--- src/rtl/core/tws_pkg.sv ---
// Shared constants, codes and the configuration bundle of the timing wheel scheduler.
`default_nettype none

package tws_pkg;

    // Fixed field widths of the request, result and register map.
    localparam int REQ_W  = 2;
    localparam int KIND_W = 8;
    localparam int DLY_W  = 10;
    localparam int STAT_W = 3;
    localparam int MD_W   = 7;
    localparam int ME_W   = 6;
    localparam int LVL_W  = 6;
    localparam int ADDR_W = 4;
    localparam int DATA_W = 32;
    localparam int IDX_W  = 2;

    // Request codes.
    localparam logic [REQ_W-1:0] REQ_ADD = 2'd0;
    localparam logic [REQ_W-1:0] REQ_POP = 2'd1;
    localparam logic [REQ_W-1:0] REQ_ADV = 2'd2;
    localparam logic [REQ_W-1:0] REQ_CLR = 2'd3;

    // Result status codes.
    localparam logic [STAT_W-1:0] STAT_OK        = 3'd0;
    localparam logic [STAT_W-1:0] STAT_CLAMP     = 3'd1;
    localparam logic [STAT_W-1:0] STAT_DROP_CON  = 3'd2;
    localparam logic [STAT_W-1:0] STAT_FULL      = 3'd3;
    localparam logic [STAT_W-1:0] STAT_POP_EMPTY = 3'd4;

    // Register indexes (byte address divided by four).
    localparam logic [IDX_W-1:0] REG_MAX_DELAY  = 2'd0;
    localparam logic [IDX_W-1:0] REG_MAX_EVENTS = 2'd1;
    localparam logic [IDX_W-1:0] REG_CON_KIND   = 2'd2;
    localparam logic [IDX_W-1:0] REG_LEVEL      = 2'd3;

    // Register reset values.
    localparam logic [MD_W-1:0]   MAX_DELAY_RST  = 7'd64;
    localparam logic [ME_W-1:0]   MAX_EVENTS_RST = 6'd32;
    localparam logic [KIND_W-1:0] CON_KIND_RST   = 8'd0;
    localparam logic [LVL_W-1:0]  LEVEL_RST      = 6'd32;

    // Effective configuration handed to the wheel controller.
    typedef struct packed {
        logic [MD_W-1:0]   md;
        logic [ME_W-1:0]   me;
        logic [KIND_W-1:0] ckind;
        logic [LVL_W-1:0]  level;
        logic              geo_clr;
    } tws_cfg_t;

endpackage

`default_nettype wire

--- src/rtl/core/tws_cfg.sv ---
// Configuration register file with APB-style access and effective value saturation.
`default_nettype none

module tws_cfg #(
    parameter int SLOTS      = 64,
    parameter int SLOT_DEPTH = 32
) (
    input  logic                        clk,
    input  logic                        rst_n,
    input  logic                        psel,
    input  logic                        penable,
    input  logic                        pwrite,
    input  logic [tws_pkg::ADDR_W-1:0]  paddr,
    input  logic [tws_pkg::DATA_W-1:0]  pwdata,
    output logic [tws_pkg::DATA_W-1:0]  prdata,
    output logic                        pready,
    output tws_pkg::tws_cfg_t           cfg
);
    import tws_pkg::*;

    localparam int SL_W = $clog2(SLOTS + 1);
    localparam int SD_W = $clog2(SLOT_DEPTH + 1);
    localparam int MW   = (SL_W > MD_W) ? SL_W : MD_W;
    localparam int EW   = (SD_W > ME_W) ? SD_W : ME_W;

    logic [MD_W-1:0]   max_delay_reg;
    logic [ME_W-1:0]   max_events_reg;
    logic [KIND_W-1:0] con_kind_reg;
    logic [LVL_W-1:0]  level_reg;
    logic              geo_reg;
    logic              geo_next;
    logic              wr;
    logic [IDX_W-1:0]  idx;

    assign pready = 1'b1;
    assign wr     = psel && penable && pwrite;
    assign idx    = paddr[ADDR_W-1:2];

    // A write to either geometry register is registered into geo_reg, which starts the pass that empties the wheel.
    assign geo_next = wr && ((idx == REG_MAX_DELAY) || (idx == REG_MAX_EVENTS));

    // Register writes.
    always_ff @(posedge clk or negedge rst_n)
    begin
        if (!rst_n)
        begin
            max_delay_reg  <= MAX_DELAY_RST;
            max_events_reg <= MAX_EVENTS_RST;
            con_kind_reg   <= CON_KIND_RST;
            level_reg      <= LEVEL_RST;
            geo_reg        <= 1'b0;
        end
        else
        begin
            geo_reg <= geo_next;
            if (wr)
            begin
                unique case (idx)
                    REG_MAX_DELAY:  max_delay_reg  <= pwdata[MD_W-1:0];
                    REG_MAX_EVENTS: max_events_reg <= pwdata[ME_W-1:0];
                    REG_CON_KIND:   con_kind_reg   <= pwdata[KIND_W-1:0];
                    REG_LEVEL:      level_reg      <= pwdata[LVL_W-1:0];
                    default:        ;
                endcase
            end
        end
    end

    // Read data returns the raw register contents.
    always_comb
    begin
        unique case (idx)
            REG_MAX_DELAY:  prdata = DATA_W'(max_delay_reg);
            REG_MAX_EVENTS: prdata = DATA_W'(max_events_reg);
            REG_CON_KIND:   prdata = DATA_W'(con_kind_reg);
            REG_LEVEL:      prdata = DATA_W'(level_reg);
            default:        prdata = '0;
        endcase
    end

    // Saturate the geometry registers into the range the storage supports.
    always_comb
    begin
        if (max_delay_reg == '0)
            cfg.md = MD_W'(1);
        else if (MW'(max_delay_reg) > MW'(SLOTS))
            cfg.md = MD_W'(SLOTS);
        else
            cfg.md = max_delay_reg;

        if (max_events_reg == '0)
            cfg.me = ME_W'(1);
        else if (EW'(max_events_reg) > EW'(SLOT_DEPTH))
            cfg.me = ME_W'(SLOT_DEPTH);
        else
            cfg.me = max_events_reg;

        cfg.ckind   = con_kind_reg;
        cfg.level   = level_reg;
        cfg.geo_clr = geo_reg;
    end

endmodule

`default_nettype wire

--- config.mk ---
export PLATFORM = sky130hd
export DESIGN_NAME = tws_cfg
export DESIGN_NICKNAME = d
export VERILOG_FILES = /design/src/rtl/core/tws_pkg.sv /design/src/rtl/core/tws_cfg.sv
export SDC_FILE = /design/constraint.sdc
export NUM_CORES = 1
export LEC_CHECK = 0
export ABC_AREA = 0
export BUFFER_PORTS_ARGS = -buffer_cell sky130_fd_sc_hd__buf_2
export CORE_MARGIN = 1.5
export CORE_UTILIZATION = 38
export DETAILED_ROUTE_END_ITERATION = 8
export PLACE_DENSITY = 0.85
export RECOVER_POWER = 50
export SETUP_SLACK_MARGIN = 0.05
export SLEW_MARGIN = 10
export SYNTH_ARGS = -nofsm -noshare
export SYNTH_HDL_FRONTEND = slang
export SYNTH_SLANG_ARGS = --single-unit
--- constraint.sdc ---
create_clock -name clk -period 0.9 [get_ports clk]
set_clock_uncertainty 0.05 [all_clocks]
set_input_delay 0.045 -clock clk [delete_from_list [all_inputs] [get_ports clk]]
set_output_delay 0.045 -clock clk [all_outputs]
set_load 0.05 [all_outputs]
==> results by group, run 1 <==
Yosys
  – Number of library cell types mapped by synthesis: 22
  – Mapped Cells: about 120
  – Top FF cell, synth: dfrtp_1
  – Post-synth EDFFs: 0
  – Most frequent cell after synthesis: buf_4
  – Ranking of synthesized cells by area: dfrtp_1, mux2_2, buf_4
  – Seq cells post-synth: 28
  – Average cell area after synthesis: 13.2 um^2
  – Synth Cell Area: between 1500 and 2000 um^2
  – Yosys warning total: 0
  – Fraction of registers with async set/reset: 100%
  – Largest area contributor in the netlist: dfrtp_1
  – Sequential share of the synthesized area: approximately 44%
  – Post-synth top area share: approximately two fifths
  – Commonest cells in the netlist: buf_4, dfrtp_1, mux2_2

Status
  – Status: finished with violations
  – Failing checks: negative setup slack

Clock network
  – Root buf cell: clkbuf_8
  – CTS clk-pin slew, worst paths: roughly 0.10 ns
  – Clk_lat worst skew: between 0.2 and 0.3 ns
  – Max Root-Sink Buffers: 2
  – CTS Sinks: 28
  – CTS Buf Count: 3
  – # H-tree levels: 1
  – CTS tree: done

Critical path
  – Critical path class: flip-flop to output port
  – Reg-to-Reg End: max_events_reg[1]$_DFFE_PN0P_
  – RR Startpoint: max_events_reg[1]$_DFFE_PN0P_
  – Worst path top cell family by delay: multiplexers
  – CP Data Arrival Time: about 1.4 ns
  – Critical Path Fanout Max: 4
  – CP Capture Type: output port
  – Buf/Inv on CP: 1
  – Number of cells on the worst reg-to-reg path: 3
  – Startpoint Class: flip-flop
  – Flop2flop setup slack: -0.22 ns
  – CP max stage delay: 0.49 ns
  – Crit path cell chain: mux4_2, buf_6
  – Worst path slowest cell: mux4_2
  – Worst Path Required: 0.81 ns

Die
  – Die W: between 60 and 70 um
  – Die Y: slightly below 70 um
  – Row cnt: 23
  – Initial core utilization: approximately two fifths
  – Core ar.: 4030 um^2
  – IO Pins: around 100
  – Die area: between 4000 and 5000 um^2

Detailed routing
  – DRT Pass-1 Iters: 4
  – Detailed-route DRC error count: 0
  – Via count: 1229
  – Drt total wl: 4500 um
  – Antenna Violating Nets Remaining: 0
  – Routed wire length per instance: ~17 um
  – Vias per inst: roughly 4.6
  – Initial drt markers: between 40 and 50

Worst hold path
  – Hold WC Path Type: primary input to flip-flop
  – Hold Path Sink: max_delay_reg[4]$_DFFE_PN0P_
  – Worst hold path cell count: 2
  – Hold wc startpoint: pwdata[4]

Global routing
  – Met3 Resource Use GR: under 10%
  – M1 GR Usage: a little over a quarter
  – Total global routing track utilization: about a fifth
  – GRT overflow: 0
  – First-pass GRT wire length: 6790 um
  – Initial antenna violation count: 0
  – Largest net degree at the start of global routing: 17
  – Most Used Layer, Global Route: met2
  – Via count of the first global-routing pass: between 1k and 1.5k
  – GR Util met2: between 30% and 40%

Layout
  – Layout cell share with drive strength beyond 1: roughly 78%
  – Post-layout util: about 73%
  – FILL cells: roughly 270
  – Finished Layout Cells: about 270
  – Ant diodes: 0
  – Max reg flops: 8
  – Nets: between 200 and 300
  – Area grow syn2layout: 83.5%

Timing
  – Post-route clock period utilization: 165%
  – Min Hold Slack: around 0.0054 ns
  – Setup Viol. Count Final: 59
  – RSZ-0062 raised after global routing: true
  – Final Hold Viols: 0
  – Final worst slack: -0.582 ns
  – Final Slew Violations: 0
  – Fmax: just under 700 MHz
  – Fin crit period: 1.48 ns

Placed design
  – Post-placement cell count: between 200 and 300
  – Buffers added on ports: 50
  – Placer congestion estimate: between 0.7 and 0.8
  – Post-DP HPWL: 2930 um
  – Pre-CTS WS: -0.350 ns

Job
  – Max-cap viol count: 0

Pwr
  – Leak: 0.00142 uW
  – Final total power: ~7600 uW
  – Pwr/cell area: 2610 nW/um^2
  – Worst VDD drop: roughly 1.7 mV
[layout make-up]
type / count / area [um^2] / share of cell area, %
clock buffer: 3 / 41.3 / 1.41
clock inverter: 1 / 30.0 / 1.03
multi-input combinational: 84 / 935 / 32.0
sequential: 28 / 719 / 24.6
tap: 50 / 62.6 / 2.14
timing repair buffer: 102 / 1130 / 38.8
[how the worst max path moves through the flow]
stage,slack [ns],end,cells after the start,from
CTS,-0.58,prdata[1],2,max_delay_reg[1]$_DFFE_PN0P_
global route,-0.62,cfg[15],4,max_events_reg[1]$_DFFE_PN0P_
finish,-0.58,prdata[2],2,max_delay_reg[2]$_DFFE_PN0P_
detailed placement,-0.35,max_events_reg[4]$_DFFE_PN0P_,6,pwrite
floorplan,-0.35,prdata[0],1,level_reg[0]$_DFFE_PN0P_
global placement,-0.32,max_delay_reg[5]$_DFFE_PN0P_,5,pwrite
[power by group]
part / leakage (uW) / internal (uW) / total (uW) / switching [uW]
logic: 0.00106 / 2280 / 4770 / 2480
clock network: 0.0000357 / 596 / 1010 / 416
registers: 0.000326 / 1590 / 1860 / 268
[worst reg2reg max path: cells and delay by family, from the launching register on]
family / cells / cell delay, ns
flip-flops: 1 / 0.43
buffers and inverters: 2 / 0.28
multiplexers: 1 / 0.26
[per-layer routing]
metal / wire length, um / part of all wire, %
met1: 1850 / 41
met2: 2480 / 55
met3: 151 / 3.4
met4: 30 / 0.67
met5: 0 / 0
[cells by family after synthesis]
group | count (synthesis) | synth area share [%]
other cells | 2 | 0.472
compound gates | 1 | 0.314
buf+inv | 32 | 14.5
mux | 34 | 29.9
flops | 28 | 44.2
simple gates | 24 | 10.7
[stage by stage]
stage,setup TNS (ns),area [um^2]
6_report,-13.34,2920
5_1_grt,-14.87,2920
4_1_cts,-13.27,2890
3_5_place_dp,-12.43,2260
3_3_place_gp,-11.74,2260
2_1_floorplan,-7.64,1880
[layout by cell type (no fill, tap or decap), types with 2 or more instances in the layout]
cell type      synthesis  final
buf_6                  1     49
nor2_4                 0      3
clkbuf_8               0      3
dfstp_2                3      3
dfrtp_1               25     13
mux4_2                 6      6
nor2_1                 6      3
nor2b_4                0      9
dfrtp_2                0     12
buf_8                  0     20
buf_4                 27     14
mux2_4                 7     27
buf_12                 0      4
conb_1                 2     25
nor3b_4                2      2
buf_2                  1      9
dlygate4sd3_1          0      4
[repair_timing]
action / in CTS / in global routing
hold endpoints to repair: 40 / 0
setup endpoints to repair: 63 / 63
buffers inserted: 8 / 9
resized for setup: 135 / 18
pin swaps: 4 / 4
hold buffers: 4 / 0
No activity file was read; power rests on OpenSTA's default activity.
==> run 2, diff against run 1 <==
--- a/config.mk
+++ b/config.mk
@@ -7,7 +7,6 @@
 export LEC_CHECK = 0
 export ABC_AREA = 0
 export BUFFER_PORTS_ARGS = -buffer_cell sky130_fd_sc_hd__buf_2
-export CORE_MARGIN = 1.5
 export CORE_UTILIZATION = 38
 export DETAILED_ROUTE_END_ITERATION = 8
 export PLACE_DENSITY = 0.85
==> run 2 against run 1 <==
The run ends with design-rule violations, negative hold slack, negative setup slack left. Global-route usage is 1.8 points higher. Routed wire length is 18% higher. Non-clock buffer count is 6 higher. Design area is 2.4% higher. Die area is 2.9% lower. Hold slack worse by 0.0072 ns. Clock-buffer cell count stayed put. Clock power hardly changed. Critical endpoint is now cfg[15]. Highest routed layer unchanged.
==> results by group, run 2 (synthesis gave the netlist of run 1 again) <==
Status
  – Status: finished with violations
  – Failing checks: design-rule violations, negative hold slack, negative setup slack

Placed design
  – Placer congestion estimate: 0.795
  – Buffers added on ports: 50
  – Post-placement cell count: 252
  – Post-DP HPWL: slightly below 3000 um
  – Dpl cell area: ~2200 um^2
  – Pre-CTS WS: -0.434 ns

Die
  – IO Pins: 102
  – Initial core utilization: between 30% and 40%
  – Core ar.: 4000 um^2
  – Row cnt: 23
  – Die Y: ~67 um
  – Die area: 4450 um^2
  – Die W: approximately 67 um

Layout
  – Area grow syn2layout: 87.8%
  – Commonest non-fill, non-tap cell in the layout: buf_6
  – Layout cell share with drive strength beyond 1: approximately four fifths
  – Finished Layout Cells: around 270
  – Ant diodes: 0
  – Fin area: ~3000 um^2
  – Max reg flops: 8
  – Nets: 266
  – FILL cells: about 230
  – Most frequent cells in the layout: buf_6, mux2_4, conb_1

Global routing
  – Total global routing track utilization: 22.7%
  – Largest net degree at the start of global routing: 17
  – Most Used Layer, Global Route: met2
  – Initial antenna violation count: 0
  – First-pass GRT wire length: 7130 um
  – Met3 Resource Use GR: under 10%
  – Via count of the first global-routing pass: 1338
  – GRT overflow: 0
  – GR Util met2: slightly above 40%
  – M1 GR Usage: between 20% and 30%

Clock network
  – CTS clk-pin slew, worst paths: 0.10 ns
  – Clk_lat worst skew: about 0.28 ns
  – Root buf cell: clkbuf_8
  – CTS tree: done
  – Max Root-Sink Buffers: 2
  – Cts hold-fix bufs: 6
  – CTS Buf Count: 3
  – CTS Sinks: 28
  – # H-tree levels: 1

Detailed routing
  – DRT Pass-1 Iters: 6
  – Routed wire length per instance: about 19 um
  – Vias per inst: approximately 4.8
  – Via count: around 1.3k
  – Detailed-route DRC error count: 2
  – Initial drt markers: 38
  – Antenna Violating Nets Remaining: 0
  – Drt total wl: ~5300 um

Pwr
  – Internal power: 4550 uW
  – Worst VDD drop: approximately 1.6 mV
  – Net Sw Frac: a little over two fifths
  – Final total power: 7880 uW
  – Combinational Power Share: ~63%
  – Leak: 0.00144 uW
  – Clock power share: approximately an eighth
  – Sw power: 3320 uW
  – Pwr/cell area: 2630 nW/um^2
  – Seq pwr share: approximately a quarter

Timing
  – Fmax: 650 MHz
  – Final worst slack: -0.638 ns
  – Post-route clock period utilization: 171%
  – Min Hold Slack: -0.00185 ns
  – Setup tns final: -14.72 ns
  – Setup Viol. Count Final: 63
  – Final Slew Violations: 0
  – RSZ-0062 raised after global routing: true
  – Fin crit period: about 1.5 ns
  – Final Hold Viols: 2

Critical path
  – RR Startpoint: max_events_reg[1]$_DFFE_PN0P_
  – End of the critical path: cfg[15]
  – Reg-to-Reg End: max_events_reg[1]$_DFFE_PN0P_
  – Worst Path Required: approximately 0.81 ns
  – CP Data Arrival Time: roughly 1.4 ns
  – Flop2flop setup slack: -0.24 ns
  – Number of cells on the worst reg-to-reg path: 3
  – CP startpoint: max_events_reg[1]$_DFFE_PN0P_
  – Critical Path Fanout Max: 3
  – Critical path class: flip-flop to output port
  – CP Capture Type: output port
  – Startpoint Class: flip-flop

Job
  – Max-cap viol count: 0

Worst hold path
  – Hold WC Path Type: primary input to flip-flop
==> run 2: cell count changes in the layout (fill, tap and decap cells not counted), moves of 2 or more <==
cell	delta
buf_12	-2
buf_6	+4
dfrtp_1	-3
dfrtp_2	+3
dlygate4sd3_1	+2
nor2_1	-2
nor2_2	+2
==> run 2: final cells by class <==
type	count	area, um^2	area share [%]
repair buffers	108	1180	39.4
multi-input cells	84	957	32.0
flip-flops and latches	28	723	24.2
well taps	50	62.6	2.09
clock buffers	3	41.3	1.38
clock inverters	1	30.0	1.00
==> run 2: critical path, stage by stage, from the launching register on <==
cell and delay [ns]:
dfrtp_2 0.46, nor4_4 0.33, nor2_2 0.10, nor2_4 0.10
buf_6 0.16
==> run 2: repair_timing <==
item / in CTS / in global routing
setup buffers: 8 / 13
endpoints found under the hold margin: 33 / 5
pin swaps: 5 / 1
gates resized for setup: 133 / 27
setup endpoints to repair: 63 / 63
==> run 2: layer usage <==
layer | part of all wire, % | vias to the layer above
met1 | 39 | 664
met2 | 54 | 72
li1 | - | 573
met3 | 5.0 | 10
met5 | 0 | -
met4 | 2.0 | 0
==> run 2: per-stage QoR <==
step,util [%],hold WS [ns]
3_3_place_gp,55.6,-0.109
3_5_place_dp,55.6,-0.0996
5_1_grt,74.8,-0.00535
4_1_cts,71.4,-0.0161
6_report,74.8,-0.00185
2_1_floorplan,-,-0.301
==> run 2: how the worst min path moves through the flow <==
| stage | start | to | slack [ns] | depth (start not counted) |
|---|---|---|---|---|
| 2_1_floorplan | rst_n | con_kind_reg[0]$_DFFE_PN0P_ | -0.30 | 0 |
| 3_3_place_gp | rst_n | level_reg[0]$_DFFE_PN0P_ | -0.11 | 1 |
| 3_5_place_dp | rst_n | geo_reg$_DFF_PN0_ | -0.1 | 1 |
| 4_1_cts | pwdata[5] | max_delay_reg[5]$_DFFE_PN0P_ | -0.02 | 2 |
| 5_1_grt | pwdata[4] | max_events_reg[4]$_DFFE_PN0P_ | -0.005 | 2 |
| 6_report | pwdata[4] | max_events_reg[4]$_DFFE_PN0P_ | -0.002 | 2 |
==> run 2: power groups by stage <==
stage | Sequential, uW | Combinational, uW | Clock, uW
3_5_place_dp | 1820 | 3450 | 0
6_report | 1920 | 4940 | 1020
2_1_floorplan | 2400 | 2020 | 0
5_1_grt | 1930 | 5120 | 1070
3_3_place_gp | 1790 | 3420 | 0
4_1_cts | 1840 | 4570 | 1010
==> run 3, diff against run 2 <==
--- a/config.mk
+++ b/config.mk
@@ -7,9 +7,9 @@
 export LEC_CHECK = 0
 export ABC_AREA = 0
 export BUFFER_PORTS_ARGS = -buffer_cell sky130_fd_sc_hd__buf_2
-export CORE_UTILIZATION = 38
+export CORE_UTILIZATION = 35
 export DETAILED_ROUTE_END_ITERATION = 8
-export PLACE_DENSITY = 0.85
+export PLACE_DENSITY = 0.8
 export RECOVER_POWER = 50
 export SETUP_SLACK_MARGIN = 0.05
 export SLEW_MARGIN = 10
==> run 3 against run 2 <==
First-iteration DRC count is 5.3% higher. Critical path type unchanged. Largest power group unchanged. Register-to-register slack gained 0.09 ns. Global-route usage decreased by 3.9 points. Highest routed layer unchanged. Via count is 9.2% lower. Hold slack gained 0.019 ns. The run ends with negative setup slack left.
==> results by group, run 3 (synthesis gave the netlist of run 1 again) <==
Global routing
  – Total global routing track utilization: between 10% and 20%
  – First-pass GRT wire length: around 7000 um
  – Largest net degree at the start of global routing: 29
  – GRT overflow: 0
  – Initial antenna violation count: 0
  – Via count of the first global-routing pass: 1331

Die
  – Core ar.: about 4400 um^2
  – Die Y: just under 70 um
  – IO Pins: 102
  – Die area: between 4000 and 5000 um^2
  – Initial core utilization: between 30% and 40%
  – Die W: 69.5 um
  – Row cnt: 24

Clock network
  – CTS tree: done
  – Max Root-Sink Buffers: 2
  – CTS clk-pin slew, worst paths: 0.10 ns
  – # H-tree levels: 1
  – Root buf cell: clkbuf_8
  – CTS Sinks: 28
  – Clk_lat worst skew: about 0.27 ns
  – CTS Buf Count: 3

Layout
  – Most frequent cells in the layout: buf_6, mux2_4, conb_1
  – Max reg flops: 8
  – Area grow syn2layout: 76.5%
  – Layout cell share with drive strength beyond 1: 77.4%
  – Nets: 254
  – Fin area: 2810 um^2
  – Commonest non-fill, non-tap cell in the layout: buf_6
  – Ant diodes: 0

Pwr
  – Net Sw Frac: 42.6%
  – Clock power share: a little over a tenth
  – Worst VDD drop: 1.14 mV
  – Sw power: 3080 uW
  – Final total power: between 7000 and 8000 uW
  – Combinational Power Share: between 60% and 70%
  – Leak: 0.00137 uW
  – Internal power: just over 4000 uW
  – Pwr/cell area: between 2000 and 3000 nW/um^2
  – Seq pwr share: around a quarter

Detailed routing
  – Detailed-route DRC error count: 0
  – Initial drt markers: 40
  – DRT Pass-1 Iters: 4
  – Antenna Violating Nets Remaining: 0
  – Routed wire length per instance: about 17 um
  – Via count: approximately 1.2k
  – Vias per inst: 4.54
  – Drt total wl: about 4400 um

Worst hold path
  – Hold WC Path Type: primary input to flip-flop

Critical path
  – Critical path class: flip-flop to output port
  – Critical Path Fanout Max: 4
  – Worst Path Required: about 0.8 ns
  – Startpoint Class: flip-flop
  – CP Capture Type: output port
  – CP Data Arrival Time: between 1 and 1.5 ns

Timing
  – Setup Viol. Count Final: 63
  – Min Hold Slack: approximately 0.017 ns
  – Fmax: just under 700 MHz
  – Final Hold Viols: 0
  – Final Slew Violations: 0
  – RSZ-0062 raised after global routing: true
  – Fin crit period: 1.48 ns
  – Post-route clock period utilization: 164%
  – Final worst slack: -0.578 ns

Placed design
  – Dpl cell area: around 2200 um^2
  – Placer congestion estimate: 0.756
  – Post-DP HPWL: between 2000 and 3000 um
  – Buffers added on ports: 50

Job
  – Max-cap viol count: 0

Status
  – Failing checks: negative setup slack
  – Status: finished with violations
==> run 3: cell count changes in the layout (fill, tap and decap cells not counted), sizes merged <==
cell,before,now
buf,100,92
bufinv,1,0
dlygate4sd3,6,3
==> run 3: metrics by stage <==
step | setup WS, ns | instances | utilization [%] | TNS (ns)
2_1_floorplan | -0.353 | 144 | - | -7.64
3_3_place_gp | -0.327 | 252 | 51.4 | -11.49
3_5_place_dp | -0.347 | 252 | 51.4 | -12.46
4_1_cts | -0.560 | 266 | 65.1 | -13.40
5_1_grt | -0.618 | 264 | 64.6 | -16.67
6_report | -0.578 | 264 | 64.6 | -14.62
==> run 3: path summary, 6_finish.rpt <==
check	cells after the start	slack (ns)	start	to
setup / recovery	2	-0.58	max_delay_reg[2]$_DFFE_PN0P_	prdata[2]
hold / removal	2	0.02	pwdata[1]	max_events_reg[1]$_DFFE_PN0P_
setup reg to reg	3	-0.15	max_delay_reg[5]$_DFFE_PN0P_	max_delay_reg[5]$_DFFE_PN0P_
hold reg to reg	1	0.50	max_delay_reg[3]$_DFFE_PN0P_	max_delay_reg[3]$_DFFE_PN0P_
max in group asynchronous	3	0.19	rst_n	level_reg[5]$_DFFE_PN1P_
min in group asynchronous	3	0.28	rst_n	level_reg[2]$_DFFE_PN0P_
==> run 3: cell type report <==
cell class                 count  area, um^2
clock buffer                   4        55.1
fill                         332        1540
multi-input combinational     84         910
sequential                    28         721
timing repair buffer          96        1060
tap                           52        65.1
==> run 3: critical path, stage by stage, from the launching register on <==
cell and delay, ns:
dfrtp_1 0.45, mux4_2 0.49, buf_6 0.17
==> run 3: timing repair <==
| action | 4_1_cts | 5_1_grt |
|---|---|---|
| hold buffers | 3 | 0 |
| setup endpoints to repair | 63 | 63 |
| pin swaps | 2 | 0 |
| setup buffers | 10 | 7 |
| gates cloned | 0 | 0 |
| resized for setup | 132 | 10 |
| hold endpoints to repair | 28 | 0 |
==> run 3: power groups by stage <==
stage          Sequential, uW  Combinational, uW  Clock [uW]
4_1_cts                  1840               4620         789
6_report                 1880               4580         778
2_1_floorplan            2400               2020           0
3_3_place_gp             1800               3460           0
5_1_grt                  1910               4750         843
3_5_place_dp             1830               3500           0
==> run 3: metal layers <==
| metal | vias up | track usage, % | routed length (um) |
|---|---|---|---|
| met2 | 45 | 35.2 | 2430 |
| met1 | 604 | 22.6 | 1750 |
| met4 | 0 | 4.76 | 29 |
| met5 | - | 0 | 0 |
| li1 | 545 | - | - |
| met3 | 4 | 2.33 | 156 |
